### config.mk
export PLATFORM = sky130hd
export DESIGN_NAME = http_cookie_header_parser_top_flat
export DESIGN_NICKNAME = d
export VERILOG_FILES = /design/src/hdl/hcp_pkg.sv /design/src/hdl/hcp_if.sv /design/src/hdl/hcp_step.sv /design/src/hdl/http_cookie_header_parser_top.sv /design/src/flat_wrapper.sv
export SDC_FILE = /design/constraint.sdc
export NUM_CORES = 1
export LEC_CHECK = 0
export BUFFER_PORTS_ARGS = -buffer_cell sky130_fd_sc_hd__buf_2
export CAP_MARGIN = 20
export CORE_ASPECT_RATIO = 0.5
export CORE_UTILIZATION = 61
export CTS_BUF_LIST = sky130_fd_sc_hd__clkbuf_8
export DETAILED_ROUTE_END_ITERATION = 12
export HOLD_SLACK_MARGIN = 0.08
export PLACE_DENSITY = 0.82
export SLEW_MARGIN = 30
export SYNTH_ARGS = -nofsm -noshare
export SYNTH_HDL_FRONTEND = slang
export SYNTH_SLANG_ARGS = --single-unit
### constraint.sdc
create_clock -name clk -period 3 [get_ports clk]
set_clock_uncertainty 0.1 [all_clocks]
set_input_delay 0.3 -clock clk [delete_from_list [all_inputs] [get_ports clk]]
set_output_delay 0.3 -clock clk [all_outputs]
set_load 0.005 [all_outputs]
### src/hdl/hcp_pkg.sv
// ----------------------------------------------------------------------------
// hcp_pkg
// Types, codes and byte classes shared by the cookie header parser.
// ----------------------------------------------------------------------------
package hcp_pkg;

  typedef enum logic [3:0] {
    PH_IDLE        = 4'd0,
    PH_PRE_NAME    = 4'd1,
    PH_NAME        = 4'd2,
    PH_AFTER_NAME  = 4'd3,
    PH_PRE_VALUE   = 4'd4,
    PH_BARE        = 4'd5,
    PH_QUOTED      = 4'd6,
    PH_AFTER_VALUE = 4'd7,
    PH_ERROR       = 4'd8
  } phase_t;

  localparam logic [1:0] ROLE_SKIP  = 2'd0;
  localparam logic [1:0] ROLE_NAME  = 2'd1;
  localparam logic [1:0] ROLE_VALUE = 2'd2;
  localparam logic [1:0] ROLE_DROP  = 2'd3;

  localparam logic [3:0] ERR_NONE          = 4'd0;
  localparam logic [3:0] ERR_END_PRE_NAME  = 4'd1;
  localparam logic [3:0] ERR_BAD_PRE_NAME  = 4'd2;
  localparam logic [3:0] ERR_END_PRE_VALUE = 4'd3;
  localparam logic [3:0] ERR_NO_EQUALS     = 4'd4;
  localparam logic [3:0] ERR_END_QUOTED    = 4'd5;
  localparam logic [3:0] ERR_BAD_QUOTED    = 4'd6;
  localparam logic [3:0] ERR_NO_SEMICOLON  = 4'd7;
  localparam logic [3:0] ERR_OPEN_HEADER   = 4'd8;

  localparam logic [7:0] CH_NUL    = 8'h00;
  localparam logic [7:0] CH_TAB    = 8'h09;
  localparam logic [7:0] CH_LF     = 8'h0A;
  localparam logic [7:0] CH_CR     = 8'h0D;
  localparam logic [7:0] CH_SPACE  = 8'h20;
  localparam logic [7:0] CH_QUOTE  = 8'h22;
  localparam logic [7:0] CH_COMMA  = 8'h2C;
  localparam logic [7:0] CH_SEMI   = 8'h3B;
  localparam logic [7:0] CH_EQUALS = 8'h3D;
  localparam logic [7:0] CH_BSLASH = 8'h5C;

  localparam logic [15:0] IGNORED_MAX = 16'hFFFF;

  typedef struct packed {
    logic [1:0]  byte_role;
    logic        cookie_end;
    logic        cookie_kept;
    logic [3:0]  cookie_slot;
    logic [3:0]  error_code;
    logic        report_valid;
    logic [4:0]  kept_total;
    logic [15:0] ignored_total;
  } result_t;

  function automatic logic is_space(input logic [7:0] b);
    return (b == CH_SPACE) || (b == CH_TAB) || (b == CH_LF) || (b == CH_CR);
  endfunction

  function automatic logic is_sep(input logic [7:0] b);
    return (b == 8'h28) || (b == 8'h29) || (b == 8'h3C) || (b == 8'h3E) ||
           (b == 8'h40) || (b == CH_COMMA) || (b == CH_SEMI) || (b == 8'h3A) ||
           (b == CH_BSLASH) || (b == CH_QUOTE) || (b == 8'h2F) || (b == 8'h3F) ||
           (b == 8'h5B) || (b == 8'h5D) || (b == 8'h7B) || (b == 8'h7D) ||
           (b == CH_EQUALS);
  endfunction

  function automatic logic is_ascii_text(input logic [7:0] b);
    return (b >= CH_SPACE) && !b[7];
  endfunction

  function automatic logic is_name_byte(input logic [7:0] b);
    return is_ascii_text(b) && !is_sep(b);
  endfunction

  function automatic logic is_value_byte(input logic [7:0] b);
    return is_ascii_text(b) && (b != CH_QUOTE) && (b != CH_SPACE) &&
           (b != CH_COMMA) && (b != CH_SEMI) && (b != CH_BSLASH);
  endfunction

endpackage

### src/hdl/hcp_if.sv
// ----------------------------------------------------------------------------
// hcp_in_if / hcp_out_if
// Valid/ready channels for header bytes and per-byte parse results.
// ----------------------------------------------------------------------------
interface hcp_in_if;
  logic       valid;
  logic       ready;
  logic       mode;
  logic [7:0] data_byte;

  modport source (output valid, output mode, output data_byte, input ready);
  modport sink (input valid, input mode, input data_byte, output ready);
endinterface

interface hcp_out_if;
  logic        valid;
  logic        ready;
  logic [1:0]  byte_role;
  logic        cookie_end;
  logic        cookie_kept;
  logic [3:0]  cookie_slot;
  logic [3:0]  error_code;
  logic        report_valid;
  logic [4:0]  kept_total;
  logic [15:0] ignored_total;

  modport source (
    output valid, output byte_role, output cookie_end, output cookie_kept,
    output cookie_slot, output error_code, output report_valid,
    output kept_total, output ignored_total, input ready
  );
  modport sink (
    input valid, input byte_role, input cookie_end, input cookie_kept,
    input cookie_slot, input error_code, input report_valid,
    input kept_total, input ignored_total, output ready
  );
endinterface

### src/hdl/hcp_step.sv
// ----------------------------------------------------------------------------
// hcp_step
// Next-state and result logic for one header byte or finish item.
// ----------------------------------------------------------------------------
module hcp_step #(
  parameter int MAX_COOKIES = 16,
  parameter int KW          = 5
) (
  input  hcp_pkg::phase_t  phase,
  input  logic [KW-1:0]    kept,
  input  logic [15:0]      ignored,
  input  logic [3:0]       err,
  input  logic             mode,
  input  logic [7:0]       data_byte,
  output hcp_pkg::phase_t  phase_next,
  output logic [KW-1:0]    kept_next,
  output logic [15:0]      ignored_next,
  output logic [3:0]       err_next,
  output hcp_pkg::result_t res
);
  import hcp_pkg::*;

  logic          do_complete;
  logic          do_after;
  logic [KW+4:0] kept_ext;
  logic [KW+4:0] kept_next_ext;
  logic [3:0]    final_err;

  assign kept_ext      = {5'd0, kept};
  assign kept_next_ext = {5'd0, kept_next};

  always_comb begin
    phase_next   = phase;
    kept_next    = kept;
    ignored_next = ignored;
    err_next     = err;
    do_complete  = 1'b0;
    do_after     = 1'b0;
    res          = '0;
    final_err    = err;

    unique case (phase)
      PH_IDLE, PH_PRE_NAME: begin
        if (is_space(data_byte)) begin
          phase_next = PH_PRE_NAME;
        end else if (is_name_byte(data_byte)) begin
          res.byte_role = ROLE_NAME;
          phase_next    = PH_NAME;
        end else begin
          err_next      = (data_byte == CH_NUL) ? ERR_END_PRE_NAME : ERR_BAD_PRE_NAME;
          phase_next    = PH_ERROR;
          res.byte_role = ROLE_DROP;
        end
      end
      PH_NAME, PH_AFTER_NAME: begin
        if (phase == PH_NAME && is_name_byte(data_byte)) begin
          res.byte_role = ROLE_NAME;
        end else if (is_space(data_byte)) begin
          phase_next = PH_AFTER_NAME;
        end else if (data_byte == CH_EQUALS) begin
          phase_next = PH_PRE_VALUE;
        end else begin
          err_next      = (data_byte == CH_NUL) ? ERR_END_PRE_VALUE : ERR_NO_EQUALS;
          phase_next    = PH_ERROR;
          res.byte_role = ROLE_DROP;
        end
      end
      PH_PRE_VALUE: begin
        if (is_space(data_byte)) begin
          phase_next = PH_PRE_VALUE;
        end else if (data_byte == CH_QUOTE) begin
          phase_next = PH_QUOTED;
        end else if (is_value_byte(data_byte)) begin
          res.byte_role = ROLE_VALUE;
          phase_next    = PH_BARE;
        end else begin
          do_complete = 1'b1;
          do_after    = 1'b1;
        end
      end
      PH_BARE: begin
        if (is_value_byte(data_byte)) begin
          res.byte_role = ROLE_VALUE;
        end else begin
          do_complete = 1'b1;
          do_after    = 1'b1;
        end
      end
      PH_QUOTED: begin
        if (is_value_byte(data_byte)) begin
          res.byte_role = ROLE_VALUE;
        end else if (data_byte == CH_QUOTE) begin
          do_complete = 1'b1;
          phase_next  = PH_AFTER_VALUE;
        end else begin
          err_next      = (data_byte == CH_NUL) ? ERR_END_QUOTED : ERR_BAD_QUOTED;
          phase_next    = PH_ERROR;
          res.byte_role = ROLE_DROP;
        end
      end
      PH_AFTER_VALUE: begin
        do_after = 1'b1;
      end
      default: begin
        res.byte_role = ROLE_DROP;
        phase_next    = PH_ERROR;
      end
    endcase

    if (do_complete) begin
      res.cookie_end = 1'b1;
      if (kept < KW'(MAX_COOKIES)) begin
        res.cookie_kept = 1'b1;
        res.cookie_slot = kept_ext[3:0];
        kept_next       = kept + KW'(1);
      end else if (ignored != IGNORED_MAX) begin
        ignored_next = ignored + 16'd1;
      end
    end

    if (do_after) begin
      res.byte_role = ROLE_SKIP;
      if (is_space(data_byte)) begin
        phase_next = PH_AFTER_VALUE;
      end else if (data_byte == CH_NUL) begin
        phase_next = PH_IDLE;
      end else if (data_byte == CH_SEMI) begin
        phase_next = PH_PRE_NAME;
      end else begin
        err_next      = ERR_NO_SEMICOLON;
        phase_next    = PH_ERROR;
        res.byte_role = ROLE_DROP;
      end
    end

    res.error_code    = err_next;
    res.kept_total    = kept_next_ext[4:0];
    res.ignored_total = ignored_next;

    // finish: report totals and return to the reset state
    if (mode) begin
      if (err == ERR_NONE && phase != PH_IDLE) begin
        final_err = ERR_OPEN_HEADER;
      end
      res               = '0;
      res.error_code    = final_err;
      res.report_valid  = 1'b1;
      res.kept_total    = kept_ext[4:0];
      res.ignored_total = ignored;
      phase_next        = PH_IDLE;
      kept_next         = '0;
      ignored_next      = '0;
      err_next          = ERR_NONE;
    end
  end

endmodule

### src/hdl/http_cookie_header_parser_top.sv
// ----------------------------------------------------------------------------
// http_cookie_header_parser_top
// Cookie header byte parser: input register, one step of parse logic,
// result register.
// ----------------------------------------------------------------------------
// an item is held in the input register, then its result in the result register
// throughput: one item per cycle while results are taken, set by the combinational parse step
// a stalled result holds the step; the input register still takes one item
// reset: parse phase idle, cookie counts and latched error cleared,
// both pipeline registers empty
// ----------------------------------------------------------------------------
module http_cookie_header_parser_top #(
  parameter int MAX_COOKIES = 16
) (
  input logic      clk,
  input logic      rst,
  hcp_in_if.sink   req,
  hcp_out_if.source rsp
);
  import hcp_pkg::*;

  localparam int KW = $clog2(MAX_COOKIES + 1);

  logic          in_vld;
  logic          in_mode;
  logic [7:0]    in_byte;
  logic          out_vld;
  result_t       out_data;

  phase_t        phase;
  logic [KW-1:0] kept;
  logic [15:0]   ignored;
  logic [3:0]    err;

  phase_t        phase_next;
  logic [KW-1:0] kept_next;
  logic [15:0]   ignored_next;
  logic [3:0]    err_next;
  result_t       res;

  logic          advance;

  assign advance   = in_vld && (!out_vld || rsp.ready);
  assign req.ready = !in_vld || advance;

  hcp_step #(
    .MAX_COOKIES (MAX_COOKIES),
    .KW          (KW)
  ) u_step (
    .phase        (phase),
    .kept         (kept),
    .ignored      (ignored),
    .err          (err),
    .mode         (in_mode),
    .data_byte    (in_byte),
    .phase_next   (phase_next),
    .kept_next    (kept_next),
    .ignored_next (ignored_next),
    .err_next     (err_next),
    .res          (res)
  );

  always_ff @(posedge clk) begin
    if (rst) begin
      in_vld <= 1'b0;
    end else if (req.ready) begin
      in_vld <= req.valid;
    end
  end

  always_ff @(posedge clk) begin
    if (req.valid && req.ready) begin
      in_mode <= req.mode;
      in_byte <= req.data_byte;
    end
  end

  always_ff @(posedge clk) begin
    if (rst) begin
      phase   <= PH_IDLE;
      kept    <= '0;
      ignored <= '0;
      err     <= ERR_NONE;
      out_vld <= 1'b0;
    end else if (advance) begin
      phase   <= phase_next;
      kept    <= kept_next;
      ignored <= ignored_next;
      err     <= err_next;
      out_vld <= 1'b1;
    end else if (rsp.ready) begin
      out_vld <= 1'b0;
    end
  end

  always_ff @(posedge clk) begin
    if (advance) begin
      out_data <= res;
    end
  end

  assign rsp.valid         = out_vld;
  assign rsp.byte_role     = out_data.byte_role;
  assign rsp.cookie_end    = out_data.cookie_end;
  assign rsp.cookie_kept   = out_data.cookie_kept;
  assign rsp.cookie_slot   = out_data.cookie_slot;
  assign rsp.error_code    = out_data.error_code;
  assign rsp.report_valid  = out_data.report_valid;
  assign rsp.kept_total    = out_data.kept_total;
  assign rsp.ignored_total = out_data.ignored_total;

endmodule
### src/flat_wrapper.sv
// flat-port wrapper written by rule: the top's interface ports become plain ports
module http_cookie_header_parser_top_flat import hcp_pkg::*;
#(
  parameter int MAX_COOKIES = 16
)
  (clk, rst, req_valid, req_mode, req_data_byte, req_ready, rsp_valid, rsp_byte_role, rsp_cookie_end, rsp_cookie_kept, rsp_cookie_slot, rsp_error_code, rsp_report_valid, rsp_kept_total, rsp_ignored_total, rsp_ready);
  hcp_in_if req_i ();
  hcp_out_if rsp_i ();
  input logic clk;
  input logic rst;
  input wire logic [$bits(req_i.valid)-1:0] req_valid;
  input wire logic [$bits(req_i.mode)-1:0] req_mode;
  input wire logic [$bits(req_i.data_byte)-1:0] req_data_byte;
  output wire logic [$bits(req_i.ready)-1:0] req_ready;
  output wire logic [$bits(rsp_i.valid)-1:0] rsp_valid;
  output wire logic [$bits(rsp_i.byte_role)-1:0] rsp_byte_role;
  output wire logic [$bits(rsp_i.cookie_end)-1:0] rsp_cookie_end;
  output wire logic [$bits(rsp_i.cookie_kept)-1:0] rsp_cookie_kept;
  output wire logic [$bits(rsp_i.cookie_slot)-1:0] rsp_cookie_slot;
  output wire logic [$bits(rsp_i.error_code)-1:0] rsp_error_code;
  output wire logic [$bits(rsp_i.report_valid)-1:0] rsp_report_valid;
  output wire logic [$bits(rsp_i.kept_total)-1:0] rsp_kept_total;
  output wire logic [$bits(rsp_i.ignored_total)-1:0] rsp_ignored_total;
  input wire logic [$bits(rsp_i.ready)-1:0] rsp_ready;
  assign req_i.valid = req_valid;
  assign req_i.mode = req_mode;
  assign req_i.data_byte = req_data_byte;
  assign req_ready = req_i.ready;
  assign rsp_valid = rsp_i.valid;
  assign rsp_byte_role = rsp_i.byte_role;
  assign rsp_cookie_end = rsp_i.cookie_end;
  assign rsp_cookie_kept = rsp_i.cookie_kept;
  assign rsp_cookie_slot = rsp_i.cookie_slot;
  assign rsp_error_code = rsp_i.error_code;
  assign rsp_report_valid = rsp_i.report_valid;
  assign rsp_kept_total = rsp_i.kept_total;
  assign rsp_ignored_total = rsp_i.ignored_total;
  assign rsp_i.ready = rsp_ready;
  http_cookie_header_parser_top #(.MAX_COOKIES(MAX_COOKIES)) u_core (.clk(clk), .rst(rst), .req(req_i), .rsp(rsp_i));
endmodule
# Word-level counts from Yosys, hierarchy flattened
# Cells that the tools add are included.
# word_totals
reg_bits	74
output_inout_bits	36
inputBits	13
# op_classes
eq_ne	38
n_lt_le_gt_ge	2
muxes	67
bitwise_logic	2
n_addsub	2
n_reduce_logical	47
# op_table
operator	count
$mux 4	28
$eq 8x6->1 const B	12
$mux 16	4
$eq 8x7->1 const B	6
$mux 2	16
$ne 8x6->1 const B	4
$mux 26	1
$eq 8x4->1 const B	3
$logic_or 1x1->1	21
$mux 5	4
$pmux 4 s5	1
$add 16x1->16 const B	1
$eq 4x3->1 const B	4
$ne 16x16->1 const B	1
$pmux 2 s6	1
$pmux 4 s3	1
$logic_and 1x1->1	11
$eq 4x2->1 const B	2
$ge 8x6->1 const B	1
$logic_not 4->1	2
$logic_not 8->1	1
$ne 4x3->1 const B	2
$ne 8x7->1 const B	1
$reduce_or 2->1	4
other kinds (15)	26

# Logic depth before layout (Yosys ltp)
# Gate-level depths: netlist of the first run.
# logic_depth
depth_word	27
depth_mapped	11
ltp_nobuf	7

# Modules after synthesis
# A second synthesis of the first run with hierarchy kept.
# hier_totals
hier_cells	485
area_unflattened_um2	4704.5
# modules_own_cells
module	n_inst	cells_per_inst	area_each_um2	seq_area_each_um2
http_cookie_header_parser_top	1	179	2706.3	1911.8
hcp_step	1	306	1998.2	0.0

# Worst setup path before layout of the first run
# OpenSTA, ideal clock, no wires.
# synth_timing
path_kind	reg2reg
start	register u_core.in_byte[2]
end	register u_core.out_data, in the netlist u_core.rsp.ignored_total[1], data pin
stages_incl_launch_ff	11
arrival_ns	2.320
t_required_ns	2.640
n_path_buf	3
path_slack_ns	0.320
setup_ns	0.260
cell_sequence	edfxtp_1 > and2_1 > a311o_1 > or3_1 > buf_2 > a31o_2 > buf_4 > nand2_2 > buf_2 > nor2_1 > mux2_2
# synth_rtl
item	line_no	source
start, declared	http_cookie_header_parser_top.sv:26	logic [7:0] in_byte;
start signal, assigned	http_cookie_header_parser_top.sv:74	in_byte <= req.data_byte;
end signal, assigned	http_cookie_header_parser_top.sv:98	out_data <= res;
end, declared	http_cookie_header_parser_top.sv:28	result_t out_data;

# Worst setup path in the final report of the first run
# layout_timing
start	register u_core.in_byte[0]
end	register u_core.ignored[8]
# layout_via
elab_chain_len	13
word_cells_on_any_way	28
# layout_rtl
item	line_no	source
$ge 8x6->1	hcp_pkg.sv:71	return (b >= CH_SPACE) && !b[7];
$logic_and 1x1->1	hcp_pkg.sv:71	
$logic_and 1x1->1 (3 in series)	hcp_pkg.sv:79	return is_ascii_text(b) && (b != CH_QUOTE) && (b != CH_SPACE) &&
$logic_and 1x1->1 (2 in series)	hcp_pkg.sv:80	(b != CH_COMMA) && (b != CH_SEMI) && (b != CH_BSLASH);
$mux 1	hcp_step.sv:73, hcp_step.sv:82	
$mux 1	hcp_step.sv:71	end else if (data_byte == CH_QUOTE) begin
$mux 1	hcp_step.sv:69	if (is_space(data_byte)) begin
$pmux 1 s3 (*)	hcp_step.sv:42	unique case (phase)
$mux 16 (*)	hcp_step.sv:110	if (do_complete) begin
$mux 16 (*)	hcp_step.sv:141	if (mode) begin
end signal, assigned	http_cookie_header_parser_top.sv:88	ignored <= ignored_next;
end, declared	http_cookie_header_parser_top.sv:32	logic [15:0] ignored;
# Every way passes the cells marked *; elsewhere a longest branch is shown, timed or not.
# A chain may end at the register's enable or synchronous reset.

==> flow_summary.json, run 1 <==
{
  "worst-r2r-cell-count": 7,
  "holdPathStages": 4,
  "synth_edf_count": 43,
  "diodes": 0,
  "route.final.wire_length_mm": 10.4,
  "ant_nets": 0,
  "finalCriticalPeriod_ns": 2.94,
  "hold_end": "u_core.rsp.valid",
  "p_switching_w": 0.000534,
  "p_comb_frac": 0.098,
  "finalMaxSlewViolations": 0,
  "synthFlopType": "edfxtp_1",
  "power_w": 0.00211,
  "drc_errors": 0,
  "drt_iter0_markers": 445,
  "synth_largest_area_cell": "edfxtp_1",
  "core-area_mm2": 0.00633,
  "cap_violations": 0,
  "cts_made_buffers": 9,
  "synth_cell_types": 69,
  "layout_common_cells": "buf_2, edfxtp_1, nor2_1",
  "nets": 523,
  "path_class": "reg2reg",
  "layout.cell_area.non_filler_mm2": 0.00485,
  "synth_top_area_frac": 0.310,
  "p_int_w": 0.00157,
  "crit_start": "u_core.in_byte[0]",
  "grt_pass1_vias": 3444,
  "p_leak_nw": 1.78,
  "timing.final.crit_share": 0.980,
  "ys_seq_area_frac": 0.459,
  "io_buffers": 48,
  "hp-class": "in2reg",
  "place.gp.congestion": 0.963,
  "grt_max_degree": 43,
  "num_rows": 20,
  "tightest_slew_ns": 0.632,
  "grt_overflow_total": 0,
  "dpl_worst_slack_ns": 0.128,
  "final_util": 0.766,
  "irDropWorstVdd_mv": 0.340,
  "ys_warn_count": 0,
  "setup_viol": 0,
  "netlist_instances": 448,
  "r2r_end": "u_core.ignored[8]",
  "synth_area_leaders": "edfxtp_1, dfxtp_1, a21oi_1, nor2_1, nand2_1",
  "grt_pass1_wl_mm": 16.6,
  "dp_hpwl_mm": 6.90,
  "syn_area_per_cell_um2": 9.30,
  "cts_sinks": 74,
  "die_area_mm2": 0.00719,
  "die_h_um": 60.5,
  "drive_gt1_frac": 0.207,
  "async_reset_ff_frac": 0,
  "netlist_area_mm2": 0.00417,
  "worst-r2r-setup-slack_ns": 0.06,
  "placement.cell_area_mm2": 0.00454,
  "clk_latency_ns": 0.37,
  "crit_path_start_kind": "register",
  "fin_ws_ns": 0.0595,
  "ios": 49,
  "tritoncts": "built",
  "clockBufferDepth": 2,
  "pwr-share-clk": 0.367,
  "ys_ff_latch": 74,
  "cts.clk_slew.worst_paths_ns": 0.08,
  "endpoint_kind": "register",
  "hold_viol_final": 0,
  "area_growth_pct": 16.4,
  "timing.rr.start": "u_core.in_byte[0]",
  "antenna_found_initial": 0,
  "cp_max_fo": 10,
  "crit_arrival_ns": 3.11,
  "via_per_inst": 6.48,
  "synth.net_count": 463,
  "p_per_area_mw_per_mm2": 434,
  "fmax_ghz": 0.340,
  "num_vias": 3896,
  "final_common_cell": "buf_2",
  "cts_root_buf": "clkbuf_8",
  "switching_share": 0.253,
  "avgRoutedWirePerCell_um": 17.3,
  "cts.htree.levels": 3,
  "status": "completed",
  "first_pass_iters": 7,
  "min_from": "rsp_ready",
  "die_w_um": 119,
  "setup_tns_ns": 0,
  "track_usage": 0.302,
  "seqPwrFrac": 0.535,
  "rsz0062_at_grt": "no",
  "maxSlewHeadroom": 0.579,
  "required_ns": 3.17,
  "initial_core_util": 0.658
}
[critical path, stage by stage (launching register included)]
cell	delay, ns
edfxtp_1	0.53
nor4_2	0.40
nand3_1	0.24
nor2_2	0.27
a31o_2	0.26
nand3_2	0.23
or4_1	0.56
a31oi_1	0.26
[routing by layer]
layer	wire [µm]	global-route usage	vias to the layer above
met2	4790	0.520	245
met4	278	0.127	0
met3	954	0.0968	38
li1	-	-	1822
met5	0	0	-
met1	4350	0.362	1791
[cells in the mapped netlist (4+ instances only)]
| cell type | count |
|---|---|
| edfxtp_1 | 43 |
| nor2_1 | 36 |
| nand2_1 | 33 |
| a21oi_1 | 31 |
| dfxtp_1 | 31 |
| clkbuf_1 | 20 |
| nor3_1 | 19 |
| a31oi_1 | 18 |
| o21ai_0 | 17 |
| nand3_1 | 15 |
| and2_1 | 12 |
| nand4_1 | 12 |
| xor2_1 | 12 |
| nand2b_1 | 10 |
| o211ai_1 | 8 |
| buf_2 | 7 |
| inv_1 | 7 |
| or4_1 | 7 |
| and3_1 | 6 |
| nor4_1 | 6 |
| or3_1 | 6 |
| mux2_2 | 5 |
| a211oi_1 | 4 |
| a311oi_1 | 4 |
| a41oi_1 | 4 |
| nand3b_1 | 4 |
| nor2b_1 | 4 |
| xnor2_1 | 4 |
[layout make-up]
type | instances | area, µm²
well taps | 88 | 110
repair buffers | 81 | 513
multi-input cells | 333 | 2090
clock buffers | 9 | 124
fillers | 413 | 1480
clock inverters | 7 | 70.1
inverters | 9 | 33.8
flip-flops and latches | 74 | 1910
[flip-flops by register name (all words and copies together), names as in the netlist]
name	count
u_core.ignored	16
u_core.rsp.ignored_total	16
u_core.in_byte	8
u_core.kept	5
u_core.rsp.kept_total	5
u_core.err	4
u_core.phase	4
u_core.rsp.cookie_slot	4
u_core.rsp.error_code	4
u_core.rsp.byte_role	2
u_core.in_mode	1
u_core.in_vld	1
u_core.rsp.cookie_end	1
u_core.rsp.cookie_kept	1
u_core.rsp.report_valid	1
u_core.rsp.valid	1
[per-stage QoR]
step / instances / hold WS, ns
after floorplan: 448 / 0.299
after global placement: 574 / 0.337
after detailed placement: 574 / 0.345
after CTS: 600 / 0.131
after global routing: 601 / 0.196
final: 601 / 0.145
[what timing repair did]
action / in CTS / in global routing
hold buffers: 10 / 0
endpoints found under the setup margin: 0 / 11
hold endpoints to repair: 10 / 0
buffers inserted: 0 / 1
gates resized for setup: 0 / 2
[cells by family (layout without fill, tap and decap cells)]
group,Yosys count,in the layout,share of synthesized area
xor gates and xnor gates,16,16,0.0336
DFF,74,74,0.459
and+or+nand+nor,192,192,0.252
AOI/OAI and AO/OA,115,115,0.186
adders and majority gates,2,2,0.00600
muxes,8,8,0.0210
buffers and inverters,41,106,0.0426
[power groups by stage]
stage               clock [W]  combinational [W]  sequential (W)
finish               0.000773           0.000205         0.00113
detailed placement          0           0.000192         0.00115
CTS                  0.000778           0.000202         0.00113
global placement            0           0.000187         0.00115
global route         0.000821           0.000222         0.00113
floorplan                   0           0.000127         0.00114
[worst max-delay path by stage]
stage                                        endpoint  slack (ns)  depth (start not counted)
final                               u_core.ignored[8]        0.06                          7
after global routing                  u_core.phase[3]       0.005                          7
after CTS                           u_core.ignored[8]        0.01                          7
after detailed placement            u_core.ignored[4]        0.13                          7
after global placement    u_core.rsp.ignored_total[1]        0.13                          7
after floorplan           u_core.rsp.ignored_total[1]        0.32                         10
Note: power is estimated with default switching activity, not from simulation.
==> run 2, diff against run 1 <==
--- a/config.mk
+++ b/config.mk
@@ -5,13 +5,14 @@
 export SDC_FILE = /design/constraint.sdc
 export NUM_CORES = 1
 export LEC_CHECK = 0
+export ABC_AREA = 1
 export BUFFER_PORTS_ARGS = -buffer_cell sky130_fd_sc_hd__buf_2
 export CAP_MARGIN = 20
 export CORE_ASPECT_RATIO = 0.5
 export CORE_UTILIZATION = 61
 export CTS_BUF_LIST = sky130_fd_sc_hd__clkbuf_8
 export DETAILED_ROUTE_END_ITERATION = 12
-export HOLD_SLACK_MARGIN = 0.08
+export HOLD_SLACK_MARGIN = 0.05
 export PLACE_DENSITY = 0.82
 export SLEW_MARGIN = 30
 export SYNTH_ARGS = -nofsm -noshare
==> run 2 against run 1 <==
  * Die area rose by 2.5%
  * Synthesized cell count rose by 23%
  * Largest power group unchanged
  * Count of clock-buffer cells in the layout stayed put
  * Critical path type unchanged
  * Sequential share of layout area decreased by 0.36 points
==> flow_summary.json, run 2 <==
{
  "status": "completed",
  "ys_top_cells_by_count": "nand2_1, o21ai_0, nor2_1",
  "netlist_area_mm2": 0.00428,
  "irDropWorstVdd_mv": 0.313,
  "cts_sinks": 74,
  "drc_errors": 0,
  "place.gp.congestion": 0.936,
  "setup_tns_ns": 0,
  "required_ns": 3.00,
  "die_w_um": 120,
  "crit_arrival_ns": 2.44,
  "via_per_inst": 5.71,
  "critical_path_buf_inv_count": 1,
  "synth_cell_types": 41,
  "tightest_slew_ns": 0.797,
  "endpoint_kind": "register",
  "p_leak_nw": 2.03,
  "r2r_end": "u_core.rsp.ignored_total[10]",
  "holdPathStages": 2,
  "timing.rr.start": "u_core.ignored[0]",
  "worst-r2r-cell-count": 12,
  "tritoncts": "built",
  "setup_viol": 0,
  "ys_warn_count": 0,
  "cts_root_buf": "clkbuf_8",
  "ios": 49,
  "dp_hpwl_mm": 6.73,
  "synth-simple-area-share": 0.307,
  "diodes": 0,
  "min_from": "rst",
  "path_cells": "ha_1, nand2_1, nor3_1, nand3_1, o21ai_2, inv_2, nand2_1, nor2_2, nand2_1, nand2_1, nand3_2, o21ai_0",
  "cpMostUsedCell": "nand2_1",
  "hp-class": "in2reg",
  "synth_edf_count": 43,
  "synth_xor_xnor_area_share": 0.00410,
  "route.final.wire_length_mm": 9.78,
  "grt_pass1_wl_mm": 15.8,
  "final_common_cell": "nand2_1",
  "first_pass_iters": 5,
  "fmax_ghz": 0.410,
  "ant_nets": 0,
  "timing.final.crit_share": 0.814,
  "die_h_um": 61.2,
  "cts_made_buffers": 9,
  "async_reset_ff_frac": 0,
  "antenna_found_initial": 0,
  "initial_core_util": 0.636,
  "netlist_instances": 553,
  "path_class": "reg2reg",
  "grt_overflow_total": 0,
  "area_growth_pct": 14.5,
  "cts.htree.levels": 3,
  "finalCriticalPeriod_ns": 2.44,
  "crit_slowest_cell": "dfxtp_1",
  "worst-r2r-setup-slack_ns": 0.56,
  "path_delay_family": "simple AND/OR/NAND/NOR gates",
  "grt_pass1_vias": 3566,
  "cpPeakStageDelay_ns": 0.40,
  "grt_max_degree": 37,
  "rsz0062_at_grt": "no",
  "syn_area_per_cell_um2": 7.73,
  "cts-resized-gates": 0,
  "cp_max_fo": 5,
  "hold_buffers": 9,
  "ys_ff_latch": 74,
  "cts_setup_buffers": 0,
  "synth.net_count": 568,
  "clk_latency_ns": 0.36,
  "nFillCells": 525,
  "drt_iter0_markers": 444,
  "synth_area_leaders": "edfxtp_1, dfxtp_1, nand2_1, o21ai_0, nand3_1",
  "die_area_mm2": 0.00737,
  "placement.cell_area_mm2": 0.00460,
  "nets": 624,
  "cts.clk_slew.worst_paths_ns": 0.07,
  "synth.mux.area_fraction": 0,
  "ys_seq_area_frac": 0.447,
  "yosysMostFrequentCell": "nand2_1",
  "core-area_mm2": 0.00673,
  "num_rows": 21,
  "maxSlewHeadroom": 0.468,
  "layout.cell_area.non_filler_mm2": 0.00489,
  "io_buffers": 48,
  "hold_viol_final": 0,
  "synth_compound_area_frac": 0.157,
  "synthFlopType": "edfxtp_1",
  "synth_largest_area_cell": "edfxtp_1",
  "crit_path_start_kind": "register",
  "drive_gt1_frac": 0.200,
  "finalMaxSlewViolations": 0,
  "hold_end": "u_core.kept[4]",
  "synth_top_area_frac": 0.302,
  "synth_fa_ha_area_frac": 0.00585,
  "p_per_area_mw_per_mm2": 475,
  "avgRoutedWirePerCell_um": 13.9,
  "synth_top_family_by_area": "simple AND/OR/NAND/NOR gates",
  "clockBufferDepth": 2,
  "track_usage": 0.279,
  "cap_violations": 0,
  "num_vias": 4031,
  "layout_common_cells": "nand2_1, o21ai_0, inv_1"
}
[run 2: cell types whose count changed after synthesis, moves of 11 or more]
cell | previous run | this run
clkbuf_1 | 20 | 9
nand2_1 | 33 | 110
o21ai_0 | 17 | 61
inv_2 | 0 | 15
nand3_1 | 15 | 43
and2_1 | 12 | 0
a31oi_1 | 18 | 2
nor2_1 | 36 | 53
nor3_1 | 19 | 8
inv_1 | 7 | 50
[run 2: logic make-up after synthesis]
family                     Yosys count
adders and majority gates            2
AOI/OAI and AO/OA                  123
buffers and inverters               83
xor gates and xnor gates             2
and+or+nand+nor                    269
DFF                                 74
[run 2: how the worst max path moves through the flow]
stage / start / end / slack (ns) / cells after the start
2_1_floorplan: rsp_ready / u_core.rsp.byte_role[0] / 0.76 / 5
3_3_place_gp: u_core.in_byte[3] / u_core.rsp.ignored_total[10] / 0.78 / 12
3_5_place_dp: u_core.in_byte[3] / u_core.rsp.ignored_total[10] / 0.72 / 12
4_1_cts: u_core.ignored[0] / u_core.rsp.ignored_total[10] / 0.65 / 12
5_1_grt: u_core.ignored[0] / u_core.rsp.ignored_total[10] / 0.45 / 12
6_report: u_core.ignored[0] / u_core.rsp.ignored_total[10] / 0.56 / 12
[run 2: layout make-up]
cell class	count	area, µm²	share of cell area
Multi-Input combinational cell	396	2030	0.414
Sequential cell	74	1910	0.391
Timing Repair Buffer	61	385	0.0787
Inverter	67	251	0.0514
Clock buffer	9	124	0.0253
Tap cell	92	115	0.0235
Clock inverter	7	80.1	0.0164
[run 2: metal layers]
layer / track usage / vias up / routed length [µm]
met5: 0 / - / 0
met4: 0.111 / 0 / 171
met3: 0.0713 / 21 / 561
met2: 0.496 / 139 / 4750
met1: 0.339 / 1884 / 4290
li1: - / 1987 / -
[run 2: power by group]
group	internal [W]	switching, W	total, W
Combinational	0.000116	0.000210	0.000327
Sequential	0.00114	0.0000440	0.00119
Clock	0.000455	0.000358	0.000813
[run 2: stage by stage]
stage	utilization	hold slack (ns)	worst slack (ns)	std cells	total power, W
after floorplan	-	0.266	0.757	553	0.00143
after detailed placement	0.684	0.379	0.723	681	0.00152
after global placement	0.684	0.377	0.783	681	0.00151
final	0.728	0.0822	0.558	706	0.00233
after global routing	0.728	0.0779	0.449	706	0.00242
after CTS	0.728	0.0795	0.648	706	0.00233
